===== config.mk =====
export PLATFORM = sky130hd
export DESIGN_NAME = frame_content_classifier
export DESIGN_NICKNAME = d
export VERILOG_FILES = /design/src/design/fcc_pkg.sv /design/src/design/frame_content_classifier.sv /design/src/design/fcc_cfg_regs.sv /design/src/design/fcc_ctrl.sv /design/src/design/fcc_dpath.sv
export SDC_FILE = /design/constraint.sdc
export NUM_CORES = 2
export LEC_CHECK = 0
export ABC_AREA = 1
export BUFFER_PORTS_ARGS = -buffer_cell sky130_fd_sc_hd__buf_2
export CELL_PAD_IN_SITES_DETAIL_PLACEMENT = 1
export CELL_PAD_IN_SITES_GLOBAL_PLACEMENT = 1
export CORE_MARGIN = 10
export CORE_UTILIZATION = 40
export CTS_BUF_LIST = sky130_fd_sc_hd__clkbuf_4
export DETAILED_ROUTE_END_ITERATION = 16
export PLACE_DENSITY_LB_ADDON = 0.2
export SKIP_LAST_GASP = 1
export SLEW_MARGIN = 20
export SYNTH_ARGS = -nofsm -noshare
export SYNTH_HDL_FRONTEND = slang
export SYNTH_HIERARCHICAL = 1
export SYNTH_SLANG_ARGS = --single-unit
export TNS_END_PERCENT = 20

===== constraint.sdc =====
create_clock -name i_clk -period 16.65 [get_ports i_clk]
set_input_delay 3.33 -clock i_clk [delete_from_list [all_inputs] [get_ports i_clk]]
set_output_delay 3.33 -clock i_clk [all_outputs]
set_load 0.005 [all_outputs]

===== src/design/fcc_pkg.sv =====
// ----------------------------------------------------------------------------
// fcc_pkg
// Shared types and constants for the frame content classifier: register
// indexes, class codes, field widths and the controller/datapath interface.
// ----------------------------------------------------------------------------
package fcc_pkg;

    // Configuration register indexes
    localparam int CFG_IDX_W  = 3;
    localparam int CFG_DATA_W = 16;
    localparam logic [CFG_IDX_W-1:0] REG_ENABLE        = 3'd0;
    localparam logic [CFG_IDX_W-1:0] REG_SAMPLE_EVERY  = 3'd1;
    localparam logic [CFG_IDX_W-1:0] REG_FRAME_WIDTH   = 3'd2;
    localparam logic [CFG_IDX_W-1:0] REG_FRAME_HEIGHT  = 3'd3;
    localparam logic [CFG_IDX_W-1:0] REG_LIT_THRESHOLD = 3'd4;

    // Class codes
    localparam logic [2:0] CLASS_BLACK = 3'd0;
    localparam logic [2:0] CLASS_DARK  = 3'd1;
    localparam logic [2:0] CLASS_IMAGE = 3'd2;
    localparam logic [2:0] CLASS_FLAT  = 3'd3;
    localparam logic [2:0] CLASS_NONE  = 3'd4;

    // Geometry and field widths
    localparam int WINDOW_COUNT = 5;
    localparam int COORD_W = 12;
    localparam int DIM_W   = 13;
    localparam int ORG_W   = 14;
    localparam int HIT_W   = 3;
    localparam int LUMA_W  = 16;
    localparam int CNT_W   = 11;
    localparam int SUM_W   = 27;
    localparam int SQ_W    = 43;
    localparam int FRAME_W = 32;
    localparam int PHASE_W = 16;
    localparam int MUL_W   = 27;
    localparam int PROD_W  = 54;
    localparam int CMP_W   = 55;

    // Reset values of the configuration registers
    localparam logic [15:0]      RST_SAMPLE_EVERY  = 16'd120;
    localparam logic [DIM_W-1:0] RST_FRAME_WIDTH   = 13'd1920;
    localparam logic [DIM_W-1:0] RST_FRAME_HEIGHT  = 13'd1080;
    localparam logic [7:0]       RST_LIT_THRESHOLD = 8'd32;

    typedef struct packed {
        logic             enable;
        logic [15:0]      sample_every;
        logic [DIM_W-1:0] frame_width;
        logic [DIM_W-1:0] frame_height;
        logic [7:0]       lit_threshold;
    } t_cfg;

    // Operand select of the shared multiplier
    typedef enum logic [2:0] {
        MUL_LUMA,
        MUL_SUM,
        MUL_COUNT,
        MUL_SQ_LO,
        MUL_SQ_HI
    } t_mul_sel;

    typedef struct packed {
        logic     take;
        logic     calc;
        logic     acc_step;
        logic     frame_end;
        logic     load_b;
        logic     load_bc;
        logic     load_alo;
        logic     out_load;
        t_mul_sel mul_sel;
    } t_cmd;

    typedef struct packed {
        logic hits_zero;
        logic sample_due;
        logic out_busy;
    } t_stat;

endpackage


===== src/design/frame_content_classifier.sv =====
// ----------------------------------------------------------------------------
// frame_content_classifier
// Samples window statistics of a pixel stream and classifies sampled frames
// as black, dark, image, flat or unread.
// ----------------------------------------------------------------------------
//   channel   direction  handshake                  payload
//   s_axis    in         s_axis_tvalid/tready       tdata: pixel, tlast: frame end
//   m_axis    out        m_axis_tvalid/tready       tdata: statistics, tuser: class
//   cfg       in         i_cfg_valid/o_cfg_ready    i_cfg_index, i_cfg_data
//
// Each pixel is tested against the windows, squared, and then takes one
// accumulator add per window that holds it (0 to 5). A frame end that
// samples then forms the variance terms through the one shared 27x27
// multiplier, and waits while the previous result is not taken.
// Reset is synchronous; accumulators, counters and registers return to their
// defaults. The output register lets the next pixel enter while a result waits.
// ----------------------------------------------------------------------------
module frame_content_classifier
    import fcc_pkg::*;
#(
    parameter int WINDOW_SIDE = 16
) (
    input  logic                  i_clk,
    input  logic                  i_rst_n,
    // pixel stream
    input  logic                  s_axis_tvalid,
    output logic                  s_axis_tready,
    // [11:0] pixel_x, [23:12] pixel_y, [31:24] red, [39:32] green,
    // [47:40] blue
    input  logic [47:0]           s_axis_tdata,
    input  logic                  s_axis_tlast,
    // classification results
    output logic                  m_axis_tvalid,
    input  logic                  m_axis_tready,
    // [31:0] frame_number, [42:32] lit_count, [53:43] pixel_count,
    // [80:54] luma_total, [123:81] luma_square_total, [127:124] zero
    output logic [127:0]          m_axis_tdata,
    // [2:0] class_code
    output logic [2:0]            m_axis_tuser,
    // configuration writes
    input  logic                  i_cfg_valid,
    output logic                  o_cfg_ready,
    input  logic [CFG_IDX_W-1:0]  i_cfg_index,
    input  logic [CFG_DATA_W-1:0] i_cfg_data
);

    t_cfg  cfg;
    t_cmd  cmd;
    t_stat stat;

    logic [FRAME_W-1:0] frame_number;
    logic [CNT_W-1:0]   lit_count;
    logic [CNT_W-1:0]   pixel_count;
    logic [SUM_W-1:0]   luma_total;
    logic [SQ_W-1:0]    luma_square_total;

    fcc_cfg_regs u_cfg (
        .i_clk       (i_clk),
        .i_rst_n     (i_rst_n),
        .i_cfg_valid (i_cfg_valid),
        .o_cfg_ready (o_cfg_ready),
        .i_cfg_index (i_cfg_index),
        .i_cfg_data  (i_cfg_data),
        .o_cfg       (cfg)
    );

    fcc_ctrl u_ctrl (
        .i_clk      (i_clk),
        .i_rst_n    (i_rst_n),
        .i_in_valid (s_axis_tvalid),
        .o_in_ready (s_axis_tready),
        .i_stat     (stat),
        .o_cmd      (cmd)
    );

    fcc_dpath #(
        .WINDOW_SIDE (WINDOW_SIDE)
    ) u_dpath (
        .i_clk               (i_clk),
        .i_rst_n             (i_rst_n),
        .i_cfg               (cfg),
        .i_cmd               (cmd),
        .o_stat              (stat),
        .i_pixel_x           (s_axis_tdata[11:0]),
        .i_pixel_y           (s_axis_tdata[23:12]),
        .i_red               (s_axis_tdata[31:24]),
        .i_green             (s_axis_tdata[39:32]),
        .i_blue              (s_axis_tdata[47:40]),
        .i_frame_end         (s_axis_tlast),
        .o_out_valid         (m_axis_tvalid),
        .i_out_ready         (m_axis_tready),
        .o_frame_number      (frame_number),
        .o_class_code        (m_axis_tuser),
        .o_lit_count         (lit_count),
        .o_pixel_count       (pixel_count),
        .o_luma_total        (luma_total),
        .o_luma_square_total (luma_square_total)
    );

    // Pack the result fields, lowest first
    assign m_axis_tdata = {4'b0, luma_square_total, luma_total, pixel_count,
                           lit_count, frame_number};

endmodule


===== src/design/fcc_cfg_regs.sv =====
// ----------------------------------------------------------------------------
// fcc_cfg_regs
// Configuration register file, written through an index/data request channel.
// ----------------------------------------------------------------------------
module fcc_cfg_regs
    import fcc_pkg::*;
(
    input  logic                  i_clk,
    input  logic                  i_rst_n,
    input  logic                  i_cfg_valid,
    output logic                  o_cfg_ready,
    input  logic [CFG_IDX_W-1:0]  i_cfg_index,
    input  logic [CFG_DATA_W-1:0] i_cfg_data,
    output t_cfg                  o_cfg
);

    t_cfg r_cfg;

    assign o_cfg_ready = 1'b1;
    assign o_cfg       = r_cfg;

    // Store a write request; unknown indexes are dropped
    always_ff @(posedge i_clk) begin
        if (!i_rst_n) begin
            r_cfg.enable        <= 1'b0;
            r_cfg.sample_every  <= RST_SAMPLE_EVERY;
            r_cfg.frame_width   <= RST_FRAME_WIDTH;
            r_cfg.frame_height  <= RST_FRAME_HEIGHT;
            r_cfg.lit_threshold <= RST_LIT_THRESHOLD;
        end else if (i_cfg_valid) begin
            case (i_cfg_index)
                REG_ENABLE:        r_cfg.enable        <= i_cfg_data[0];
                REG_SAMPLE_EVERY:  r_cfg.sample_every  <= i_cfg_data;
                REG_FRAME_WIDTH:   r_cfg.frame_width   <= i_cfg_data[DIM_W-1:0];
                REG_FRAME_HEIGHT:  r_cfg.frame_height  <= i_cfg_data[DIM_W-1:0];
                REG_LIT_THRESHOLD: r_cfg.lit_threshold <= i_cfg_data[7:0];
                default: begin
                end
            endcase
        end
    end

endmodule


===== src/design/fcc_ctrl.sv =====
// ----------------------------------------------------------------------------
// fcc_ctrl
// Sequencer: steps each pixel through window test, squaring and serial
// accumulation, then runs the frame-end classification on sampled frames.
// ----------------------------------------------------------------------------
module fcc_ctrl
    import fcc_pkg::*;
(
    input  logic  i_clk,
    input  logic  i_rst_n,
    input  logic  i_in_valid,
    output logic  o_in_ready,
    input  t_stat i_stat,
    output t_cmd  o_cmd
);

    typedef enum logic [3:0] {
        S_IDLE,
        S_HIT,
        S_SQ,
        S_ACC,
        S_END,
        S_M0,
        S_M1,
        S_M2,
        S_M3,
        S_CLS
    } t_state;

    t_state r_state;
    t_state n_state;

    assign o_in_ready = (r_state == S_IDLE);

    // Decode commands and next state
    always_comb begin
        o_cmd         = '0;
        o_cmd.mul_sel = MUL_LUMA;
        n_state       = r_state;
        case (r_state)
            S_IDLE: begin
                o_cmd.take = i_in_valid;
                if (i_in_valid) begin
                    n_state = S_HIT;
                end
            end
            S_HIT: begin
                o_cmd.calc = 1'b1;
                n_state    = S_SQ;
            end
            S_SQ: begin
                n_state = S_ACC;
            end
            S_ACC: begin
                if (i_stat.hits_zero) begin
                    n_state = S_END;
                end else begin
                    o_cmd.acc_step = 1'b1;
                end
            end
            S_END: begin
                o_cmd.frame_end = 1'b1;
                n_state = i_stat.sample_due ? S_M0 : S_IDLE;
            end
            S_M0: begin
                o_cmd.mul_sel = MUL_SUM;
                n_state       = S_M1;
            end
            S_M1: begin
                o_cmd.mul_sel = MUL_COUNT;
                o_cmd.load_b  = 1'b1;
                n_state       = S_M2;
            end
            S_M2: begin
                o_cmd.mul_sel = MUL_SQ_LO;
                o_cmd.load_bc = 1'b1;
                n_state       = S_M3;
            end
            S_M3: begin
                o_cmd.mul_sel  = MUL_SQ_HI;
                o_cmd.load_alo = 1'b1;
                n_state        = S_CLS;
            end
            S_CLS: begin
                o_cmd.mul_sel = MUL_SQ_HI;
                if (!i_stat.out_busy) begin
                    o_cmd.out_load = 1'b1;
                    n_state        = S_IDLE;
                end
            end
            default: begin
                n_state = S_IDLE;
            end
        endcase
    end

    // Hold state
    always_ff @(posedge i_clk) begin
        if (!i_rst_n) begin
            r_state <= S_IDLE;
        end else begin
            r_state <= n_state;
        end
    end

endmodule


===== src/design/fcc_dpath.sv =====
// ----------------------------------------------------------------------------
// fcc_dpath
// Datapath: window placement, luma, saturating accumulators, frame and phase
// counters, shared multiplier for the variance test, and the result register.
// ----------------------------------------------------------------------------
module fcc_dpath
    import fcc_pkg::*;
#(
    parameter int WINDOW_SIDE = 16
) (
    input  logic               i_clk,
    input  logic               i_rst_n,
    input  t_cfg               i_cfg,
    input  t_cmd               i_cmd,
    output t_stat              o_stat,
    input  logic [COORD_W-1:0] i_pixel_x,
    input  logic [COORD_W-1:0] i_pixel_y,
    input  logic [7:0]         i_red,
    input  logic [7:0]         i_green,
    input  logic [7:0]         i_blue,
    input  logic               i_frame_end,
    output logic               o_out_valid,
    input  logic               i_out_ready,
    output logic [FRAME_W-1:0] o_frame_number,
    output logic [2:0]         o_class_code,
    output logic [CNT_W-1:0]   o_lit_count,
    output logic [CNT_W-1:0]   o_pixel_count,
    output logic [SUM_W-1:0]   o_luma_total,
    output logic [SQ_W-1:0]    o_luma_square_total
);

    localparam logic [ORG_W-1:0] SIDE = ORG_W'(WINDOW_SIDE);
    localparam logic [ORG_W-1:0] HALF = ORG_W'(WINDOW_SIDE / 2);

    // Negative origins clamp to zero
    function automatic logic [ORG_W-1:0] clamp_org(input logic [ORG_W:0] v);
        return v[ORG_W] ? '0 : v[ORG_W-1:0];
    endfunction

    // Latched pixel
    logic [COORD_W-1:0] r_x;
    logic [COORD_W-1:0] r_y;
    logic [7:0]         r_red;
    logic [7:0]         r_green;
    logic [7:0]         r_blue;
    logic               r_last;

    // Window geometry
    logic [ORG_W-1:0] r_wx     [WINDOW_COUNT];
    logic [ORG_W-1:0] r_wy     [WINDOW_COUNT];
    logic [ORG_W-1:0] r_wx_end [WINDOW_COUNT];
    logic [ORG_W-1:0] r_wy_end [WINDOW_COUNT];
    logic             r_fit    [WINDOW_COUNT];
    logic [ORG_W-1:0] n_wx     [WINDOW_COUNT];
    logic [ORG_W-1:0] n_wy     [WINDOW_COUNT];
    logic             n_fit    [WINDOW_COUNT];

    // Per-pixel values
    logic [LUMA_W-1:0] r_luma;
    logic              r_lit_px;
    logic [HIT_W-1:0]  r_hits;
    logic [LUMA_W-1:0] n_luma;
    logic [HIT_W-1:0]  n_hits;

    // Accumulators and counters
    logic [CNT_W-1:0]   r_lit_acc;
    logic [CNT_W-1:0]   r_pix_acc;
    logic [SUM_W-1:0]   r_luma_acc;
    logic [SQ_W-1:0]    r_sq_acc;
    logic [PHASE_W-1:0] r_phase;
    logic [FRAME_W-1:0] r_frame_cnt;

    // Multiplier and variance terms
    logic [MUL_W-1:0]  n_op_a;
    logic [MUL_W-1:0]  n_op_b;
    logic [PROD_W-1:0] r_prod;
    logic [PROD_W-1:0] r_b;
    logic [CMP_W-1:0]  r_bc;
    logic [32:0]       r_alo;

    // Result register
    logic               r_out_valid;
    logic [FRAME_W-1:0] r_out_frame;
    logic [2:0]         r_out_class;
    logic [CNT_W-1:0]   r_out_lit;
    logic [CNT_W-1:0]   r_out_pix;
    logic [SUM_W-1:0]   r_out_luma;
    logic [SQ_W-1:0]    r_out_sq;

    // Window origins and fit from the frame size
    logic [ORG_W:0] w_lo;
    logic [ORG_W:0] w_hi;
    logic [ORG_W:0] w_mid;
    logic [ORG_W:0] h_lo;
    logic [ORG_W:0] h_hi;
    logic [ORG_W:0] h_mid;

    always_comb begin
        w_lo  = {5'b0, i_cfg.frame_width[DIM_W-1:3]};
        w_hi  = {2'b0, i_cfg.frame_width} - w_lo - {1'b0, SIDE};
        w_mid = {3'b0, i_cfg.frame_width[DIM_W-1:1]} - {1'b0, HALF};
        h_lo  = {5'b0, i_cfg.frame_height[DIM_W-1:3]};
        h_hi  = {2'b0, i_cfg.frame_height} - h_lo - {1'b0, SIDE};
        h_mid = {3'b0, i_cfg.frame_height[DIM_W-1:1]} - {1'b0, HALF};
        n_wx[0] = clamp_org(w_lo);  n_wy[0] = clamp_org(h_lo);
        n_wx[1] = clamp_org(w_hi);  n_wy[1] = clamp_org(h_lo);
        n_wx[2] = clamp_org(w_lo);  n_wy[2] = clamp_org(h_hi);
        n_wx[3] = clamp_org(w_hi);  n_wy[3] = clamp_org(h_hi);
        n_wx[4] = clamp_org(w_mid); n_wy[4] = clamp_org(h_mid);
        for (int i = 0; i < WINDOW_COUNT; i++) begin
            n_fit[i] = ((n_wx[i] + SIDE) <= {1'b0, i_cfg.frame_width})
                    && ((n_wy[i] + SIDE) <= {1'b0, i_cfg.frame_height});
        end
    end

    // Track geometry every cycle; it settles before the next pixel is tested
    always_ff @(posedge i_clk) begin
        for (int i = 0; i < WINDOW_COUNT; i++) begin
            r_wx[i]     <= n_wx[i];
            r_wy[i]     <= n_wy[i];
            r_wx_end[i] <= n_wx[i] + SIDE;
            r_wy_end[i] <= n_wy[i] + SIDE;
            r_fit[i]    <= n_fit[i];
        end
    end

    // Luma and window hit count of the latched pixel
    logic [ORG_W-1:0] x_ext;
    logic [ORG_W-1:0] y_ext;

    always_comb begin
        x_ext  = {2'b0, r_x};
        y_ext  = {2'b0, r_y};
        n_luma = {8'b0, r_red} * 16'd77 + {8'b0, r_green} * 16'd150
               + {8'b0, r_blue} * 16'd29;
        n_hits = '0;
        for (int i = 0; i < WINDOW_COUNT; i++) begin
            if (r_fit[i] && x_ext >= r_wx[i] && x_ext < r_wx_end[i]
                    && y_ext >= r_wy[i] && y_ext < r_wy_end[i]) begin
                n_hits = n_hits + 1'b1;
            end
        end
    end

    // Shared multiplier operand select
    always_comb begin
        n_op_a = {11'b0, r_luma};
        n_op_b = {11'b0, r_luma};
        case (i_cmd.mul_sel)
            MUL_LUMA: begin
                n_op_a = {11'b0, r_luma};
                n_op_b = {11'b0, r_luma};
            end
            MUL_SUM: begin
                n_op_a = r_luma_acc;
                n_op_b = r_luma_acc;
            end
            MUL_COUNT: begin
                n_op_a = {16'b0, r_pix_acc};
                n_op_b = {16'b0, r_pix_acc};
            end
            MUL_SQ_LO: begin
                n_op_a = {16'b0, r_pix_acc};
                n_op_b = {5'b0, r_sq_acc[21:0]};
            end
            MUL_SQ_HI: begin
                n_op_a = {16'b0, r_pix_acc};
                n_op_b = {6'b0, r_sq_acc[SQ_W-1:22]};
            end
            default: begin
            end
        endcase
    end

    // Saturating sums
    logic [CNT_W:0] sum_pix;
    logic [CNT_W:0] sum_lit;
    logic [SUM_W:0] sum_luma;
    logic [SQ_W:0]  sum_sq;

    always_comb begin
        sum_pix  = {1'b0, r_pix_acc} + 1'b1;
        sum_lit  = {1'b0, r_lit_acc} + 1'b1;
        sum_luma = {1'b0, r_luma_acc} + {12'b0, r_luma};
        sum_sq   = {1'b0, r_sq_acc} + {12'b0, r_prod[31:0]};
    end

    // Sampling phase test
    logic [PHASE_W:0] every;
    logic [PHASE_W:0] phase_inc;
    logic             wrap;

    always_comb begin
        every     = (i_cfg.sample_every == '0) ? 17'd1 : {1'b0, i_cfg.sample_every};
        phase_inc = {1'b0, r_phase} + 1'b1;
        wrap      = !(phase_inc < every);
    end

    // Classification
    logic [27:0]      nn36;
    logic [CMP_W-1:0] a_full;
    logic [15:0]      lit20;
    logic [17:0]      lit100;
    logic             bright;
    logic             flat;
    logic [2:0]       n_class;

    always_comb begin
        nn36   = {1'b0, r_prod[21:0], 5'b0} + {4'b0, r_prod[21:0], 2'b0};
        a_full = {22'b0, r_alo} + {1'b0, r_prod[31:0], 22'b0};
        lit20  = {1'b0, r_lit_acc, 4'b0} + {3'b0, r_lit_acc, 2'b0};
        lit100 = {1'b0, r_lit_acc, 6'b0} + {2'b0, r_lit_acc, 5'b0}
               + {5'b0, r_lit_acc, 2'b0};
        bright = (lit20 >= {5'b0, r_pix_acc});
        flat   = (a_full < r_bc);
        if (r_pix_acc == '0) begin
            n_class = CLASS_NONE;
        end else if (bright && flat) begin
            n_class = CLASS_FLAT;
        end else if (bright) begin
            n_class = CLASS_IMAGE;
        end else if (lit100 < {7'b0, r_pix_acc}) begin
            n_class = CLASS_BLACK;
        end else begin
            n_class = CLASS_DARK;
        end
    end

    // Latch pixel, per-pixel values and variance terms
    always_ff @(posedge i_clk) begin
        r_prod <= n_op_a * n_op_b;
        if (i_cmd.take) begin
            r_x     <= i_pixel_x;
            r_y     <= i_pixel_y;
            r_red   <= i_red;
            r_green <= i_green;
            r_blue  <= i_blue;
            r_last  <= i_frame_end;
        end
        if (i_cmd.calc) begin
            r_luma   <= n_luma;
            r_lit_px <= (n_luma > {i_cfg.lit_threshold, 8'h00});
        end
        if (i_cmd.load_b) begin
            r_b <= r_prod;
        end
        if (i_cmd.load_bc) begin
            r_bc <= {1'b0, r_b} + {11'b0, nn36, 16'b0};
        end
        if (i_cmd.load_alo) begin
            r_alo <= r_prod[32:0];
        end
    end

    // Advance accumulators, hit counter and frame counters
    always_ff @(posedge i_clk) begin
        if (!i_rst_n) begin
            r_hits      <= '0;
            r_lit_acc   <= '0;
            r_pix_acc   <= '0;
            r_luma_acc  <= '0;
            r_sq_acc    <= '0;
            r_phase     <= '0;
            r_frame_cnt <= '0;
        end else begin
            if (i_cmd.calc) begin
                r_hits <= i_cfg.enable ? n_hits : '0;
            end
            if (i_cmd.acc_step) begin
                r_hits     <= r_hits - 1'b1;
                r_pix_acc  <= sum_pix[CNT_W] ? '1 : sum_pix[CNT_W-1:0];
                r_luma_acc <= sum_luma[SUM_W] ? '1 : sum_luma[SUM_W-1:0];
                r_sq_acc   <= sum_sq[SQ_W] ? '1 : sum_sq[SQ_W-1:0];
                if (r_lit_px) begin
                    r_lit_acc <= sum_lit[CNT_W] ? '1 : sum_lit[CNT_W-1:0];
                end
            end
            if (i_cmd.frame_end && r_last) begin
                if (!i_cfg.enable) begin
                    r_lit_acc  <= '0;
                    r_pix_acc  <= '0;
                    r_luma_acc <= '0;
                    r_sq_acc   <= '0;
                end else begin
                    r_frame_cnt <= r_frame_cnt + 1'b1;
                    if (!wrap) begin
                        r_phase    <= phase_inc[PHASE_W-1:0];
                        r_lit_acc  <= '0;
                        r_pix_acc  <= '0;
                        r_luma_acc <= '0;
                        r_sq_acc   <= '0;
                    end else begin
                        r_phase <= '0;
                    end
                end
            end
            if (i_cmd.out_load) begin
                r_lit_acc  <= '0;
                r_pix_acc  <= '0;
                r_luma_acc <= '0;
                r_sq_acc   <= '0;
            end
        end
    end

    // Result register: hold until the request is taken
    always_ff @(posedge i_clk) begin
        if (!i_rst_n) begin
            r_out_valid <= 1'b0;
        end else if (i_cmd.out_load) begin
            r_out_valid <= 1'b1;
        end else if (i_out_ready) begin
            r_out_valid <= 1'b0;
        end
    end

    always_ff @(posedge i_clk) begin
        if (i_cmd.out_load) begin
            r_out_frame <= r_frame_cnt;
            r_out_class <= n_class;
            r_out_lit   <= r_lit_acc;
            r_out_pix   <= r_pix_acc;
            r_out_luma  <= r_luma_acc;
            r_out_sq    <= r_sq_acc;
        end
    end

    assign o_stat.hits_zero  = (r_hits == '0);
    assign o_stat.sample_due = r_last && i_cfg.enable && wrap;
    assign o_stat.out_busy   = r_out_valid && !i_out_ready;

    assign o_out_valid         = r_out_valid;
    assign o_frame_number      = r_out_frame;
    assign o_class_code        = r_out_class;
    assign o_lit_count         = r_out_lit;
    assign o_pixel_count       = r_out_pix;
    assign o_luma_total        = r_out_luma;
    assign o_luma_square_total = r_out_sq;

endmodule


==> impl_metrics.ini <==
[sta]
rsz0062_at_grt = false
drv_slew = 0
setup_tns_ns = 0
setup_slack_ns = 5.731
max_slew_margin = 0.2366
fin_crit_ns = 10.92
max_freq_mhz = 91.58
worstMarginPinSlew_ns = 1.137
holdWs_ns = 0.3510
clock-skew-final_ns = 0.1523
setup_viol = 0
hold_viol = 0
min_period_over_period = 0.6558

[global_routing]
overflow = 0
grt_use_total = 0.2464
grt_pass1_vias = 58240
grt_antenna_before_repair = 8
grt_max_degree = 129
grt_pass1_wl_mm = 344.8

[outcome]
status = completed

[placed_design]
hpwl_mm = 183.9
port_buffers = 201
gp_congestion = 0.9310
pre_cts_slack_ns = 5.876

[clocking]
clock-sinks = 717
post_cts_resized = 0
cts_tree = yes
clock_latency_ns = 1.31
ctsLongestPathBuffers = 3
cts_setup_buffers = 0
postCtsHoldBufs = 0
cts.reportedPaths.clkPinSlew_ns = 0.07
cts_buffers = 198
root_buffer = clkbuf_4
cts.htree.levels = 4

[floorplan]
rows = 149
start_util = 0.4024
chipHeight_um = 427.4
core_mm2 = 0.1650
fp.dieW_um = 427.4
pin_count = 207
die-area_mm2 = 0.1827

[synth]
yosys.area_share.xor_xnor = 0.03844
synth_ff_type = dfxtp_1
ys_seq_elements = 717
muxShareOfSynthArea = 0
netlist_instances = 7703
netlist_area_mm2 = 0.06639
yosysTopAreaCell = fa_1
synth_warnings = 6
synthArstFlopShare = 0
synth_edf_count = 335
synth_top_area_share = 0.2099
synth.area.top_cells = fa_1 (21%), edfxtp_1 (15%), ha_1 (14%), dfxtp_1 (12%), inv_1 (9.4%)
synth_compound_area_frac = 0.07694
synth_top_family_by_area = adder cells
synth.avg_cell_area_um2 = 8.619
yosys.area_share.simple = 0.1627
synth_seq_area_share = 0.2667
synthDistinctLibCells = 78
synthAdderAreaFrac = 0.3482

[setup_path]
r2r-start = u_ctrl/r_state[2]
startpoint = u_ctrl/r_state[2]
setup.worst_path.start_class = flip-flop
critPathCaptureType = flip-flop
cp_num_buf_inv = 9
arrival_ns = 12.02
slowest_stage = o21ai_1
cpLargestDelayFamily = adder cells
crit_fanout = 16
path_class = flip-flop to flip-flop
worst_ep_required_time_ns = 17.75
max_stage_delay_ns = 0.95

[job]
maxCapViolCount = 0

[drt]
drt-wirelength-per-cell_um = 21.68
routed_via_density = 5.148
antenna_left = 0
wl_met2_mm = 110.0
met1Wirelength_mm = 96.08
via_count = 53390
drt-initial-drc-count = 2682
dr.pass1.iters = 5
wl_met3_mm = 8.619
drt_wl_total_mm = 224.9
drc = 0
highest_layer = met5

[layout]
final_net_count = 9515
area_growth_pct = 9.215
fillers = 19780
layout-drive-gt1-share = 0.08890

[hold_path]
hp-start = u_dpath/r_prod[41]
hp-class = flip-flop to flip-flop
## routing by layer
layer  track usage  up-vias
met3       0.03347      394
met5             0        -
li1              -    24980
met2        0.4282     1091
met1        0.3051    26920
met4        0.1057        2
## final cells by class
class | instances | area, µm² | area share
multi-input cells | 5133 | 41650 | 0.5744
inverters | 1709 | 6420 | 0.08854
clock inverters | 81 | 419.2 | 0.005780
clock buffers | 285 | 2140 | 0.02951
diodes | 5 | 12.51 | 0.0001726
well taps | 2189 | 2739 | 0.03777
repair buffers | 253 | 1421 | 0.01960
flip-flops and latches | 717 | 17710 | 0.2442
## per-stage QoR
stage | area (µm²) | util | cells
2_1_floorplan | 66400 | - | 7706
3_3_place_gp | 69920 | 0.4238 | 10000
3_5_place_dp | 69940 | 0.4239 | 10000
4_1_cts | 72490 | 0.4394 | 10370
5_1_grt | 72510 | 0.4395 | 10370
6_report | 72510 | 0.4395 | 10370
## cells by family (layout without fill, tap and decap cells)
group,Yosys count,after routing
and+or+nand+nor,2533,2533
buffers and inverters,1856,2328
adders and majority gates,1430,1430
AOI/OAI and AO/OA,877,877
DFF,717,717
xor gates and xnor gates,288,288
other,2,10
## path summary, 6_finish.rpt
check                        to  slack (ns)  cells past startpoint
max          u_dpath/r_prod[42]        5.73                     33
min reg2reg     u_dpath/r_b[41]        0.35                      0
max reg2reg  u_dpath/r_prod[42]        5.73                     33
min             u_dpath/r_b[41]        0.35                      0
## registers in the layout (all words and copies together), names as in the netlist, 33 cells and up
signal / count
u_dpath/o_luma_square_total: 43
u_cfg/o_cfg: 51
u_dpath/r_sq_acc: 43
u_dpath/r_alo: 33
u_dpath/r_prod: 54
u_dpath/r_bc: 55
u_dpath/r_b: 54
u_dpath/r_wx: 36
u_dpath/r_wy: 36
## synthesized netlist by cell type (10+ instances only)
master,instances
a211oi_1,12
a21oi_1,427
o21a_1,22
a21oi_2,10
nand2_1,1190
nor2_2,23
clkbuf_1,96
xor2_1,199
o21ai_0,174
o22ai_1,22
o211ai_1,29
edfxtp_1,335
a31oi_1,24
fa_1,696
inv_2,21
ha_1,734
nor3_1,119
buf_2,28
a21boi_0,12
xnor2_1,85
a21o_1,26
o221ai_1,10
clkinv_1,22
inv_1,1665
nand3_1,246
nand4_1,76
or2_2,13
nor2_1,740
nor4_1,36
o21bai_1,15
o21ai_1,22
dfxtp_1,382
nor3_2,10
buf_4,12
nand2_2,22
## layout by cell type, fill, tap and decap left out, types with 13 or more instances in the layout
master,n
inv_2,22
o211ai_1,29
inv_1,1664
nor3_1,118
nand2_1,1190
a31oi_1,24
nor2_2,24
o21a_1,22
xnor2_1,85
fa_1,696
edfxtp_1,335
nand4_1,76
nand2_2,21
nor4_1,36
o21ai_1,21
a21o_1,26
clkinv_1,74
buf_2,201
xor2_1,199
dfxtp_1,382
ha_1,734
a21oi_1,427
buf_4,50
nor2_1,734
clkinv_2,15
or2_2,13
clkbuf_4,285
o21ai_0,174
nor2_4,13
nand3_1,246
o21bai_1,15
o22ai_1,22
Power is left out: the tool's default activity adds up to more than one toggle a clock period on the data nets, which glitch-free logic cannot reach.
